$ cat config.mk
export PLATFORM = sky130hd
export DESIGN_NAME = iirdf1_mac
export DESIGN_NICKNAME = d
export VERILOG_FILES = /design/src/hdl/iirdf1_pkg.sv /design/src/hdl/iirdf1_mac.sv
export SDC_FILE = /design/constraint.sdc
export NUM_CORES = 2
export LEC_CHECK = 0
export ABC_AREA = 1
export BUFFER_PORTS_ARGS = -buffer_cell sky130_fd_sc_hd__buf_2
export CAP_MARGIN = 10
export CORE_ASPECT_RATIO = 0.6
export CORE_UTILIZATION = 49
export CTS_CLUSTER_SIZE = 20
export DETAILED_ROUTE_END_ITERATION = 8
export GPL_TIMING_DRIVEN = 0
export PLACE_DENSITY = 0.62
export SLEW_MARGIN = 5
export SYNTH_ARGS = -nofsm -noshare
export SYNTH_HDL_FRONTEND = slang
export SYNTH_SLANG_ARGS = --single-unit
$ cat constraint.sdc
create_clock -name clk -period 3.2 [get_ports clk]
set_input_delay 0.32 -clock clk [delete_from_list [all_inputs] [get_ports clk]]
set_output_delay 0.32 -clock clk [all_outputs]
set_load 0.05 [all_outputs]
$ cat src/hdl/iirdf1_pkg.sv
// Shared types and constants for the direct-form-I IIR filter core.
// No dependencies; used by every module in this folder.
package iirdf1_pkg;

	localparam int COEF_W = 32;
	localparam int HIST_W = 32;
	localparam int ACC_W  = 64;
	localparam int TAPS_W = 5;

	// Unity in Q7.24, the reset value of b0 and a0.
	localparam logic signed [COEF_W-1:0] ONE_Q24 = 32'sh0100_0000;

	// Item kinds carried in s_axis_tuser.
	localparam logic [1:0] OP_SAMPLE = 2'd0;
	localparam logic [1:0] OP_WR_B   = 2'd1;
	localparam logic [1:0] OP_WR_A   = 2'd2;

	// Configuration register indexes.
	localparam logic REG_FF_TAPS = 1'b0;
	localparam logic REG_FB_TAPS = 1'b1;

	// Contents of one cell: coefficient pair plus one slot of each history.
	typedef struct packed {
		logic signed [COEF_W-1:0] b;
		logic signed [COEF_W-1:0] a;
		logic signed [HIST_W-1:0] x;
		logic signed [HIST_W-1:0] y;
	} tap_t;

	// Commands broadcast to every cell.
	typedef struct packed {
		logic rotate;   // take neighbor i+1 contents (ring toward cell 0)
		logic shift_x;  // input history moves one slot away from cell 0
		logic shift_y;  // output history moves one slot away from cell 0
		logic clear;    // zero both histories
	} cell_ctl_t;

	// Multiply-accumulate controls.
	typedef struct packed {
		logic clr;
		logic vld;
		logic sub;
	} mac_ctl_t;

	typedef enum logic [2:0] {
		ST_IDLE,
		ST_RUN,
		ST_DRAIN,
		ST_ROUND,
		ST_EMIT
	} state_t;

endpackage

$ cat src/hdl/iirdf1_mac.sv
// Single multiply-accumulate unit at the head of the cell ring.
// Registered 32x32 product, then a 64-bit wrapping accumulator. Depends on iirdf1_pkg.
module iirdf1_mac (
	input  logic                                 clk,
	input  logic                                 arst_n,
	input  iirdf1_pkg::mac_ctl_t                 ctl,
	input  logic signed [iirdf1_pkg::COEF_W-1:0] coef,
	input  logic signed [iirdf1_pkg::HIST_W-1:0] data,
	output logic        [iirdf1_pkg::ACC_W-1:0]  acc
);

	logic signed [iirdf1_pkg::ACC_W-1:0] prod_s1;
	logic                                vld_s1;
	logic                                sub_s1;
	logic        [iirdf1_pkg::ACC_W-1:0] acc_q;

	always_ff @(posedge clk) begin
		prod_s1 <= coef * data;
	end

	always_ff @(posedge clk or negedge arst_n) begin
		if (!arst_n) begin
			vld_s1 <= 1'b0;
			sub_s1 <= 1'b0;
			acc_q  <= '0;
		end else begin
			vld_s1 <= ctl.vld;
			sub_s1 <= ctl.sub;
			if (ctl.clr)
				acc_q <= '0;
			else if (vld_s1) begin
				if (sub_s1)
					acc_q <= acc_q - prod_s1;
				else
					acc_q <= acc_q + prod_s1;
			end
		end
	end

	assign acc = acc_q;

endmodule

Word level (Yosys, flattened, before mapping). Index checks and enable logic that the tools add are counted.

Add/subtract/negate cells: 2. Multiply operators: 1. Multiplexer cells: 3. Reductions and logical operators: 1.

Operator list (count): 64-bit 2-to-1 mux (3); 64-bit adder (1); 32-bit by 32-bit multiplier with 64-bit output (1); 64-bit subtractor (1); 2-bit nonzero test (1).

Register bits: 130. Input port bits: 69. Output and inout port bits: 64. Word-level logic and storage cells: 11.

Logic depth before layout (Yosys ltp).
Depth in word-level cells: 4. Mapped depth: 32. Mapped depth without buffers: 31.

Worst setup path after synthesis. Ideal clock, no wire load.

Path kind: in2reg. From: in coef[31] (netlist name). To: reg prod_s1[55] (netlist name). Library setup time: 0.113 ns. Arrival: 7.000 ns. Required time: 3.087 ns. Slack: -3.913 ns. Stages on the path: 26. Path buffers: 1. Path through: clkbuf_1 -> nand2_1 -> inv_1 -> fa_1 -> inv_1 -> fa_1 -> inv_1 -> fa_1 -> fa_1 -> inv_1 -> fa_1 -> inv_1 -> fa_1 -> inv_1 -> fa_1 -> inv_1 -> fa_1 -> ha_1 -> inv_1 -> o21ai_0 -> or2_2 -> a21oi_1 -> a21boi_0 -> nand3_1 -> nand2_1 -> nand2_1.

Word-level cells in the longest chain between the ends: 1.

Ends and longest elaborated chain: start: declaration (line iirdf1_mac.sv:7) `input logic signed [iirdf1_pkg::COEF_W-1:0] coef,`; 32-bit by 32-bit multiplier with 64-bit output (line iirdf1_mac.sv:18) `prod_s1 <= coef * data;`; end signal: assignment (line iirdf1_mac.sv:18); end: declaration (line iirdf1_mac.sv:12) `logic signed [iirdf1_pkg::ACC_W-1:0] prod_s1;`.

No other way between the ends. A chain may end at the register's enable or synchronous reset.

Worst setup path in the final report.
From: in data[20] (netlist name). To: reg prod_s1[42] (netlist name).

Word-level cells in the longest chain between the ends: 1.

Ends and longest elaborated chain: start: declaration (line iirdf1_mac.sv:8) `input logic signed [iirdf1_pkg::HIST_W-1:0] data,`; 32-bit by 32-bit multiplier with 64-bit output (line iirdf1_mac.sv:18).

No other way between the ends.

==> results.toml <==
[run_status]
status = "complete, but fails checks"
violations = "negative setup slack"

[layout]
ff_latch_area_mm2 = 0.00295
instances_no_fill = 8665
area_delta_synth_final_pct = 37.6
nFillCells = 7953
drive_gt1_share_pct = 30.6
postLayoutCoreUtil_pct = 68.5
multi_input_area_mm2 = 0.0460
fin_nets = 8732

[worst_setup_path]
critPathMostFrequentCell = "fa_2"
cp_max_fo = 6
crit_arrival_ns = 7.13
cp_data_required_time_ns = 3.56
startpoint_type = "input pin"
path_class = "input pin to flop"
worstPathCellList = "buf_16, clkbuf_16, nand2_4, inv_2, fa_1, inv_2, fa_2, inv_2, fa_1, fa_2, fa_2, fa_2, fa_2, fa_2, ha_4, a21oi_4, o21ai_2, nand2_2, nand2_2, o21bai_4, nand3b_1, xor2_1"
critPathCaptureType = "flop"
crit_slowest_cell = "fa_2"
cpPeakStageDelay_ns = 0.75

[yosys]
synth_ff_type = "dfrtp_1"
ys_warn_count = 0
synth_mux_area_share_pct = 0
synth-simple-area-share_pct = 21.4
syn_area_mm2 = 0.0494
synth_xor_area_share_pct = 2.06
synth_compound_area_share_pct = 3.97
yosysUniqueCellTypes = 48
synth_area_leaders = "fa_1, nand2_1, inv_1"
ys_ff_latch = 130
synth_edf_count = 0
synth_nets = 8144
yosys.area_share.adder_pct = 50.2
yosysSeqAreaShare_pct = 5.94
synth_top_cell_area_share_pct = 43.9
yosysTopAreaCell = "fa_1"
synth_top_family_by_area = "adder cells"
async_flop_share_pct = 50.8
syn_inst = 6744
syn_avg_cell_area_um2 = 7.32

[placed_design]
routabilityCongestion = 1.10
hpwl_um = 199000
dp.cells = 8197
portBuffers = 132

[timing]
period_share_pct = 212
final.min_clock_period_ns = 6.77
worstMarginPinSlew_ns = 1.33
setup_viol = 101
hold_viol = 0
finClkSkew_ns = 0.0235
rsz0062_at_grt = "yes"
final.setup.worst_slack_ns = -3.57
drv_slew = 0
relSlewSlack_pct = 11.1
fmax_ghz = 0.148

[detailed_routing]
via_count = 48869
wire_per_inst_um = 28.1
dr.pass1.iters = 8
wl_um = 244000
final_antenna_net_count = 0
route.detailed.drc = 0
vias_per_cell = 5.64
drtIter0Drc = 6376

[cts]
cts_tree = "done"
root_buffer = "clkbuf_16"
cts_buffer_depth = 3
numCtsBuffers = 25
clkLatencyLatePin_ns = 0.51
clock-sinks = 130
h-tree-depth = 4
clk_pin_slew_worst_paths_ns = 0.07

[grt]
grt_pass1_vias = 45936
overflow = 0
grt_max_degree = 49
grt_first_pass_wirelength_um = 333000
antenna_found_initial = 9
grt_usage_pct = 47.2

[floorplan]
start_util_pct = 49.8
die_h_um = 248
num_rows = 89
dieWidth_um = 412
ioPinCount = 133
core_area_mm2 = 0.0991
fp.dieArea_mm2 = 0.102

[job]
cap_viol_max_count = 0

[hold_path]
hold_class = "input pin to flop"
==> metal layers <==
metal / vias to the layer above / track usage [%] / wire length [µm]
li1: 20444 / - / -
met1: 24320 / 69.2 / 104000
met2: 3620 / 50.4 / 79400
met3: 453 / 36.6 / 52800
met4: 32 / 9.41 / 6420
met5: - / 8.53 / 1450
==> layout make-up <==
class / count / share of cell area, %
diodes: 9 / 0.0332
flip-flops and latches: 130 / 4.34
repair buffers: 562 / 7.98
multi-input cells: 4460 / 67.8
well taps: 1319 / 2.43
inverters: 1942 / 10.9
plain buffers: 211 / 5.55
clock inverters: 4 / 0.0295
clock buffers: 28 / 0.982
==> cell usage in the layout (no fill, tap or decap), types with 25 or more instances in the layout <==
| cell type | instances |
|---|---|
| buf_12 | 68 |
| nand3_2 | 54 |
| nand2_2 | 196 |
| nand3_1 | 86 |
| ha_4 | 83 |
| inv_2 | 182 |
| clkbuf_16 | 130 |
| nor2_4 | 180 |
| o21ai_2 | 36 |
| buf_6 | 102 |
| nor2_2 | 70 |
| fa_2 | 138 |
| nor2_1 | 121 |
| clkbuf_8 | 48 |
| a21oi_1 | 49 |
| a21oi_4 | 63 |
| nand2_4 | 161 |
| nand2_1 | 1596 |
| a21oi_2 | 57 |
| buf_4 | 302 |
| dfxtp_1 | 53 |
| nand3_4 | 43 |
| nand4_1 | 43 |
| xor2_1 | 76 |
| buf_2 | 80 |
| ha_1 | 154 |
| buf_8 | 25 |
| fa_1 | 945 |
| dfrtp_1 | 66 |
| o21ai_0 | 49 |
| inv_1 | 1728 |
| o21ai_1 | 33 |
==> synth_stat cells, types with 64 or more instances <==
cell type / count
a21oi_1: 169
clkbuf_1: 209
dfrtp_1: 66
dfxtp_1: 64
fa_1: 1083
ha_1: 248
inv_1: 1940
nand2_1: 1967
nand3_1: 179
nor2_1: 362
o21ai_0: 133
xor2_1: 93
==> what timing repair did <==
item | CTS | global route
gates cloned | 6 | 1
hold buffers | 3 | 0
setup endpoints to repair | 117 | 119
pin swaps | 248 | 557
hold endpoints to repair | 20 | 0
gates resized for setup | 987 | 1426
buffers inserted | 184 | 235
==> worst paths after layout <==
| kind | from | to | slack, ns | cells past startpoint |
|---|---|---|---|---|
| hold reg to reg | acc[60]$_DFFE_PN0P_ | acc[60]$_DFFE_PN0P_ | 0.52 | 2 |
| hold / removal | ctl[2] | acc[8]$_DFFE_PN0P_ | 0.08 | 2 |
| min in group asynchronous | arst_n | acc[8]$_DFFE_PN0P_ | 0.26 | 2 |
| max in group asynchronous | arst_n | acc[52]$_DFFE_PN0P_ | 2.25 | 3 |
| setup reg to reg | prod_s1[45]$_DFF_P_ | acc[52]$_DFFE_PN0P_ | -0.82 | 21 |
| setup / recovery | data[20] | prod_s1[42]$_DFF_P_ | -3.57 | 22 |
==> registers in the layout, indices dropped and copies added, names as in the netlist <==
register,cells
vld_s1,1
acc,64
sub_s1,1
prod_s1,64
==> worst max-delay path, delay by kind of cell <==
kind,cells,cell delay [ns]
AOI/OAI and AO/OA,3,0.49
buffers and inverters,5,0.49
and+or+nand+nor,4,0.63
xor gates and xnor gates,1,0.27
adders and majority gates,9,4.91
==> kinds of logic (layout without fill, tap and decap cells) <==
logic type,after synthesis,after routing
simple gates,2652,2652
flops,130,130
buf+inv,2154,2747
xor+xnor,116,116
other cells,0,9
fa+ha+maj,1331,1331
compound gates,361,361
==> through the flow <==
stage	area (µm²)	TNS, ns	hold WS [ns]	setup WS (ns)
after floorplan	51600	-149.67	0.0244	-3.52
after global placement	53900	-309.96	0.430	-5.04
after detailed placement	54000	-309.62	0.237	-5.11
after CTS	60800	-203.68	0.0611	-3.44
after global routing	67900	-197.67	0.0739	-3.60
final	67900	-188.20	0.0763	-3.57
Power is not shown: default switching activity piles up to over one toggle a cycle in this logic, so the estimate is an artifact.
