### config.mk
export PLATFORM = sky130hd
export DESIGN_NAME = iirdf1_coder
export DESIGN_NICKNAME = d
export VERILOG_FILES = /design/src/hdl/iirdf1_pkg.sv /design/src/hdl/iirdf1_core_top_note.sv
export SDC_FILE = /design/constraint.sdc
export NUM_CORES = 1
export LEC_CHECK = 0
export BUFFER_PORTS_ARGS = -buffer_cell sky130_fd_sc_hd__buf_2
export CAP_MARGIN = 5
export CORE_AREA = 2 2 39 41
export DETAILED_ROUTE_END_ITERATION = 16
export DIE_AREA = 0 0 41 43
export MAX_ROUTING_LAYER = met4
export PLACE_DENSITY = 0.75
export SLEW_MARGIN = 40
export SYNTH_ARGS = -nofsm -noshare
export SYNTH_HDL_FRONTEND = slang
export SYNTH_SLANG_ARGS = --single-unit
### constraint.sdc
create_clock -name vclk -period 5.8
set_clock_uncertainty 0.15 [all_clocks]
set_input_delay 1.16 -clock vclk [all_inputs]
set_output_delay 1.16 -clock vclk [all_outputs]
set_load 0.05 [all_outputs]
### src/hdl/iirdf1_pkg.sv
// Shared types and constants for the direct-form-I IIR filter core.
// No dependencies; used by every module in this folder.
package iirdf1_pkg;

	localparam int COEF_W = 32;
	localparam int HIST_W = 32;
	localparam int ACC_W  = 64;
	localparam int TAPS_W = 5;

	// Unity in Q7.24, the reset value of b0 and a0.
	localparam logic signed [COEF_W-1:0] ONE_Q24 = 32'sh0100_0000;

	// Item kinds carried in s_axis_tuser.
	localparam logic [1:0] OP_SAMPLE = 2'd0;
	localparam logic [1:0] OP_WR_B   = 2'd1;
	localparam logic [1:0] OP_WR_A   = 2'd2;

	// Configuration register indexes.
	localparam logic REG_FF_TAPS = 1'b0;
	localparam logic REG_FB_TAPS = 1'b1;

	// Contents of one cell: coefficient pair plus one slot of each history.
	typedef struct packed {
		logic signed [COEF_W-1:0] b;
		logic signed [COEF_W-1:0] a;
		logic signed [HIST_W-1:0] x;
		logic signed [HIST_W-1:0] y;
	} tap_t;

	// Commands broadcast to every cell.
	typedef struct packed {
		logic rotate;   // take neighbor i+1 contents (ring toward cell 0)
		logic shift_x;  // input history moves one slot away from cell 0
		logic shift_y;  // output history moves one slot away from cell 0
		logic clear;    // zero both histories
	} cell_ctl_t;

	// Multiply-accumulate controls.
	typedef struct packed {
		logic clr;
		logic vld;
		logic sub;
	} mac_ctl_t;

	typedef enum logic [2:0] {
		ST_IDLE,
		ST_RUN,
		ST_DRAIN,
		ST_ROUND,
		ST_EMIT
	} state_t;

endpackage

### src/hdl/iirdf1_core_top_note.sv
// Output code helper: maps a Q11.20 filter output to the 12-bit code and clip flag.
// Depends on iirdf1_pkg.
module iirdf1_coder (
	input  logic signed [iirdf1_pkg::HIST_W-1:0] y,
	output logic        [11:0]                   code,
	output logic                                 clip
);

	logic [23:0] v;
	logic        neg;
	logic        over;

	// floor(y / 2^9) + 2048, kept at 24 bits so the sign survives
	assign v    = {y[31], y[31:9]} + 24'd2048;
	assign neg  = v[23];
	assign over = !neg && ((v[22:12] != '0) || ((v[11:0] == 12'hFFF) && (y[8:0] != '0)));

	always_comb begin
		clip = neg || over;
		if (neg)
			code = 12'd0;
		else if (over)
			code = 12'hFFF;
		else
			code = v[11:0];
	end

endmodule

Yosys cells after proc, flatten, opt, wreduce, memory -nomap -nowiden
Cells that the tools add are included.
Word-level totals
  bits in registers: 0
  input port bits: 32
  word-level logic and storage cells: 11
Operators by class
  add/subtract/negate cells: 1
  equality and inequality tests: 1
  multiplexer cells: 2
  reduce and logical (&&, ||, !) cells: 7
Operator list (number)
  $add 23x13->24 const B: 1
  $mux 12: 2
  $eq 12x12->1 const B: 1
  $reduce_bool 11->1: 1
  $reduce_bool 9->1: 1
  $logic_and 1x1->1: 2
  $logic_or 1x1->1: 2
  $logic_not 1->1: 1

Longest topological paths before layout
Gate-level depths: netlist (run 1).
  word-level depth: 7
  gate-level depth with buffers: 7

Worst setup path after synthesis (run 1)
No wires, ideal clock.
  path kind: in2out
  start point: in y[20] (netlist name)
  end point: out code[11]
  arrival: 2.908 ns
  required time: 4.490 ns
  slack: 1.582 ns
  stages: 6
  path buffers: 0
  path through: ha_1 > nand4_1 > nor3_2 > nor3_1 > o2111a_2 > a31oi_1
Between the ends
  cells in the longest elaborated chain, start to end: 7
  elaborated cells on any way between the ends: 9
RTL lines
  start, declared: RTL line iirdf1_core_top_note.sv:4  | input logic signed [iirdf1_pkg::HIST_W-1:0] y,
  $add 23x13->24 (*): RTL line iirdf1_core_top_note.sv:14  | assign v = {y[31], y[31:9]} + 24'd2048;
  $eq 12x12->1: RTL line iirdf1_core_top_note.sv:16  | assign over = !neg && ((v[22:12] != '0) || ((v[11:0] == 12'hFFF) && (y[8:0] != '0)));
  $logic_and 1x1->1: RTL line iirdf1_core_top_note.sv:16
  $logic_or 1x1->1: RTL line iirdf1_core_top_note.sv:16
  $logic_and 1x1->1: RTL line iirdf1_core_top_note.sv:16
  $mux 12: RTL line iirdf1_core_top_note.sv:22  | else if (over)
  $mux 12 (*): RTL line iirdf1_core_top_note.sv:20  | if (neg)
  end, declared: RTL line iirdf1_core_top_note.sv:5  | output logic [11:0] code,
Mark *: on every way between the ends. The rest lies on a longest branch, timed or not.

Worst setup path after layout (run 1)
Ends and elaborated chain as after synthesis.

==> results of run 1 <==
[cell type report]
cell class / count / share of cell area
multi-input cells: 63 / 0.615
inverters: 2 / 0.0114
repair buffers: 45 / 0.343
well taps: 16 / 0.0305
[cells by family after synthesis]
| logic type | after synthesis | share of synthesized area |
|---|---|---|
| AND/OR/NAND/NOR | 40 | 0.491 |
| AO/OA/AOI/OAI | 22 | 0.399 |
| buffers and inverters | 5 | 0.0805 |
| adder cells (fa/ha/maj) | 1 | 0.0287 |
[cell usage in the layout (no fill, tap or decap), types with 3 or more instances in the layout]
cell / Yosys / routed
buf_2: 1 / 45
nand4_1: 4 / 4
a21oi_2: 9 / 9
nor3_1: 6 / 6
a21oi_1: 4 / 4
nand3_1: 3 / 3
nor2_1: 14 / 14
[power by group through the flow]
stage,combinational (uW),sequential (uW),clock [uW]
after floorplan,31.5,0,0
after global placement,50.9,0,0
after detailed placement,51.5,0,0
after CTS,51.7,0,0
after global routing,55.8,0,0
final,51.8,0,0
[metal layers]
metal | vias up | wire length, um
met5 | - | 0
met2 | 28 | 599
met4 | 0 | 0
li1 | 344 | -
met3 | 0 | 119
met1 | 294 | 576
[worst paths after layout]
path              cells after the start  slack [ns]        to  startpoint
setup / recovery                      8        1.60  code[11]       y[20]
hold / removal                        3        2.59  code[11]       y[20]
[tightest hold or removal path: stages]
cell and delay, ns:
buf_2 0.13, a31oi_1 0.08, buf_2 0.21
[per-stage QoR]
stage | area, um^2 | instances | hold slack (ns) | total power [uW] | utilization
floorplan | 435 | 68 | 2.46 | 31.5 | -
global placement | 653 | 126 | 2.58 | 50.9 | 0.472
detailed placement | 657 | 126 | 2.59 | 51.5 | 0.475
CTS | 657 | 126 | 2.59 | 51.7 | 0.475
global route | 657 | 126 | 2.63 | 55.8 | 0.475
finish | 657 | 126 | 2.59 | 51.8 | 0.475
==> flow_summary_export.csv, run 1 <==
group,metric,value,unit
status,run_status,"completed",
global_routing,grt_pass1_vias,515,
hold_path,hp-class,"input pin to output pin",
sta,fin_crit_sh,0.724,
global_routing,grtUsageMet3,0,
layout,ff_latch_area,0,um^2
global_routing,grt.met1_usage,0.228,
route,via_per_inst,5.29,
pwr,sw_frac_of_total,0.667,
critical_path,crit_arrival,2.89,ns
critical_path,max_stage_delay,0.40,ns
route,final_antenna_net_count,0,
pwr,comb_power_share,1.000,
die,die_x,41,um
critical_path,crit_family,"compound AO/OA/AOI/OAI gates",
route,drtIter0Drc,7,
synth,synth.avg_cell_area,6.40,um^2
critical_path,path_cells,"buf_2, ha_1, nand4_1, nor3_2, nor3_1, o2111a_2, a31oi_1, buf_2",
critical_path,cp-start-kind,"input pin",
critical_path,critPathKind,"input pin to output pin",
route,wirelength,1.29,mm
route,vias,666,
sta,worst_slew_pin_slew,0.707,ns
synth,ys_types,29,
layout,num-fill-cells,141,
sta,hold_viol_final,0,
pwr,sequentialPowerShare,0,
route,drtPass1Iterations,4,
global_routing,antenna_found_initial,0,
sta,timing.final.ws_setup,1.60,ns
synth,yosysTopAreaCell,"a21oi_2",
global_routing,use_met2,0.244,
sta,min_period,4.20,ns
pwr,clkPwrFrac,0,
clocking,cts_setup_buffers,0,
placed_design,numPortBuffers,45,
synth,syn_area,435,um^2
die,initial_core_util,0.315,
layout,clkbuf_count,0,
flow_run,maxCapViolations,0,
critical_path,cp_num_buf_inv,2,
clocking,postCtsHoldBufs,0,
sta,fmax,0.238,GHz
layout,nets,145,
synth,synth_area_leaders,"a21oi_2, nor2_1, nor3_1",
global_routing,overflow,0,
critical_path,critical_path.endpoint_type,"output pin",
die,rows,14,
die,core,1380,um^2
placed_design,gp_congestion,0.756,
route,avgRoutedWirePerCell,10.3,um
global_routing,grt_pass1_wl,2.04,mm
die,die-area,1760,um^2
global_routing,grt_max_degree,14,
synth,synth_nets,101,
layout,multi_input_area,404,um^2
route,remaining_drc_errors,0,
layout,n_antenna_cell,0,
critical_path,cp_max_fo,13,
pwr,powerDensity,78.8,nW/um^2
sta,setup_viol,0,
layout,nFlopsAndLatches,0,
die,io_pins,45,
synth,synth_cells,68,
critical_path,timing.critical_path.mode_cell,"buf_2",
placed_design,dp_slack,1.59,ns
synth,synth.most_common_cell,"nor2_1",
sta,max-slew-margin-rel,0.526,
critical_path,worstPathRequired,4.49,ns
pwr,p_leak,0.000292,uW
die,fp.dieH,43,um
synth,yosysWarnings,0,
sta,finalSetupTns,0,ns
sta,rsz0062_at_grt,"no",
pwr,p_int,17.3,uW
placed_design,dpl.hpwl,1.09,mm
sta,maxSlewViolCount,0,
pwr,vdd_drop_max,49.2,uV
synth,synth_top_area_frac,0.181,
global_routing,busiest_layer,"met2",
layout,drive_gt1_frac,0.555,
synth,ys_seq_area_frac,0,
pwr,power_switching,34.5,uW
critical_path,slowest_stage,"o2111a_2",
global_routing,grt_usage,0.154,
synth,synthTopCellsByCount,"nor2_1, a21oi_2, nor3_1",
layout,area.growth.synth_to_final,50.9,%
clocking,cts_resized,0,
Note: power is estimated with default switching activity, not from simulation.
==> inputs of run 2 (changes only) <==
ABC_AREA = 1   (was default)
CORE_AREA = default   (was 2 2 39 41)
CORE_UTILIZATION = 41   (was default)
DIE_AREA = default   (was 0 0 41 43)
PLACE_DENSITY = 0.82   (was 0.75)
clock period = 3.4 ns   (was 5.8 ns; I/O delays follow)
==> flow_summary_export.csv, run 2 <==
group,metric,value,unit
critical_path,cp_max_fo,13,
global_routing,grt_usage,0.214,
layout,ff_latch_area,0,um^2
die,core,1520,um^2
critical_path,cp-start-kind,"input pin",
placed_design,numPortBuffers,45,
layout,n_antenna_cell,0,
sta,min_period,3.12,ns
route,final_antenna_net_count,0,
synth,synthTopCellsByCount,"nand2_1, inv_1, nand4_1",
pwr,powerDensity,120,nW/um^2
status,run_status,"completed",
synth,synth_top_area_frac,0.249,
critical_path,crit_arrival,2.29,ns
route,drtPass1Iterations,4,
critical_path,worstPathRequired,2.57,ns
die,io_pins,45,
sta,finalSetupTns,0,ns
route,avgRoutedWirePerCell,9.44,um
layout,area.growth.synth_to_final,30.6,%
die,fp.dieH,42.7,um
layout,clkbuf_count,0,
layout,nFlopsAndLatches,0,
clocking,postCtsHoldBufs,0,
critical_path,critical_path.endpoint_type,"output pin",
critical_path,slowest_stage,"nor2_2",
clocking,cts_resized,0,
layout,fin_cells,197,
die,rows,14,
global_routing,grt_pass1_wl,3.12,mm
synth,ys_seq_area_frac,0,
critical_path,path_cells,"buf_2, ha_1, nand3_1, o21ai_0, nand3_1, nor2_2, nand4_1, nand2_1, inv_1, buf_2",
layout,nets,216,
critical_path,critPathKind,"input pin to output pin",
global_routing,antenna_found_initial,0,
flow_run,maxCapViolations,0,
synth,yosysTopAreaCell,"nand2_1",
route,drtIter0Drc,10,
critical_path,cp_num_buf_inv,3,
route,wirelength,1.86,mm
global_routing,grt_max_degree,14,
sta,max-slew-margin-rel,0.700,
synth,ys_types,15,
synth,synth_cells,139,
synth,yosysWarnings,0,
layout,utilization,0.581,
synth,synth_nets,172,
die,die_x,42.7,um
placed_design,dp_cells,197,
hold_path,hp-class,"input pin to output pin",
sta,fmax,0.321,GHz
pwr,vdd_drop_max,59.6,uV
sta,rsz0062_at_grt,"no",
clocking,cts_setup_buffers,0,
sta,hold_viol_final,0,
sta,maxSlewViolCount,0,
route,vias,966,
placed_design,gp_congestion,0.875,
synth,synth.avg_cell_area,4.88,um^2
layout,layout_common_cells,"nand2_1, buf_2, inv_1",
die,initial_core_util,0.445,
global_routing,overflow,0,
synth,synth_area_leaders,"nand2_1, inv_1, nand4_1",
critical_path,max_stage_delay,0.38,ns
pwr,p_leak,0.000567,uW
sta,worst_slew_pin_slew,0.449,ns
synth,syn_area,678,um^2
sta,setup_viol,0,
synth,synth.most_common_cell,"nand2_1",
route,remaining_drc_errors,0,
placed_design,dpl.hpwl,1.64,mm
sta,fin_crit_sh,0.917,
die,die-area,1820,um^2
global_routing,grt_pass1_vias,847,
layout,drive_gt1_frac,0.315,
route,via_per_inst,4.90,
critical_path,crit_family,"simple AND/OR/NAND/NOR gates",
-- run 2: path summary, 6_finish.rpt --
path,startpoint,to,slack (ns),cells past startpoint
min,y[16],code[7],1.71,6
max,y[20],code[3],0.28,10
-- run 2: tightest hold or removal path: stages --
cell and delay (ns):
buf_2 0.10, inv_1 0.04, nand4_1 0.07, nand2_1 0.06, inv_1 0.03, buf_2 0.20
-- run 2: cell families (layout without fill, tap and decap cells) --
kind of cell,Yosys count,count (layout),share of synthesized area
fa+ha+maj,1,1,0.0184
compound gates,4,4,0.0480
simple gates,96,96,0.679
buf+inv,38,80,0.255
-- run 2: power breakdown --
part | total (uW) | switching, uW | internal, uW
registers | 0 | 0 | 0
clock network | 0 | 0 | 0
logic | 106 | 72.1 | 34.0
total | 106 | 72.1 | 34.0
-- run 2: area by class of cell --
type,count,area [um^2]
Fill cell,162,638
Multi-Input combinational cell,101,505
Timing Repair Buffer,46,233
Inverter,34,128
Tap cell,16,20.0
-- run 2: through the flow --
stage               total power, uW  setup WS, ns  hold slack, ns  instance area [um^2]
global route                    117         0.109            1.76                   886
finish                          106         0.282            1.71                   886
floorplan                      70.0         0.623            1.52                   678
global placement                103         0.314            1.72                   886
CTS                             106         0.267            1.72                   886
detailed placement              106         0.284            1.72                   886
-- run 2: routing by layer --
| layer | vias up | GRT usage | share of wire |
|---|---|---|---|
| met4 | 0 | 0.0375 | 0.0097 |
| met2 | 35 | 0.433 | 0.53 |
| met1 | 412 | 0.228 | 0.41 |
| li1 | 517 | - | - |
| met5 | - | - | 0 |
| met3 | 2 | 0.00426 | 0.059 |
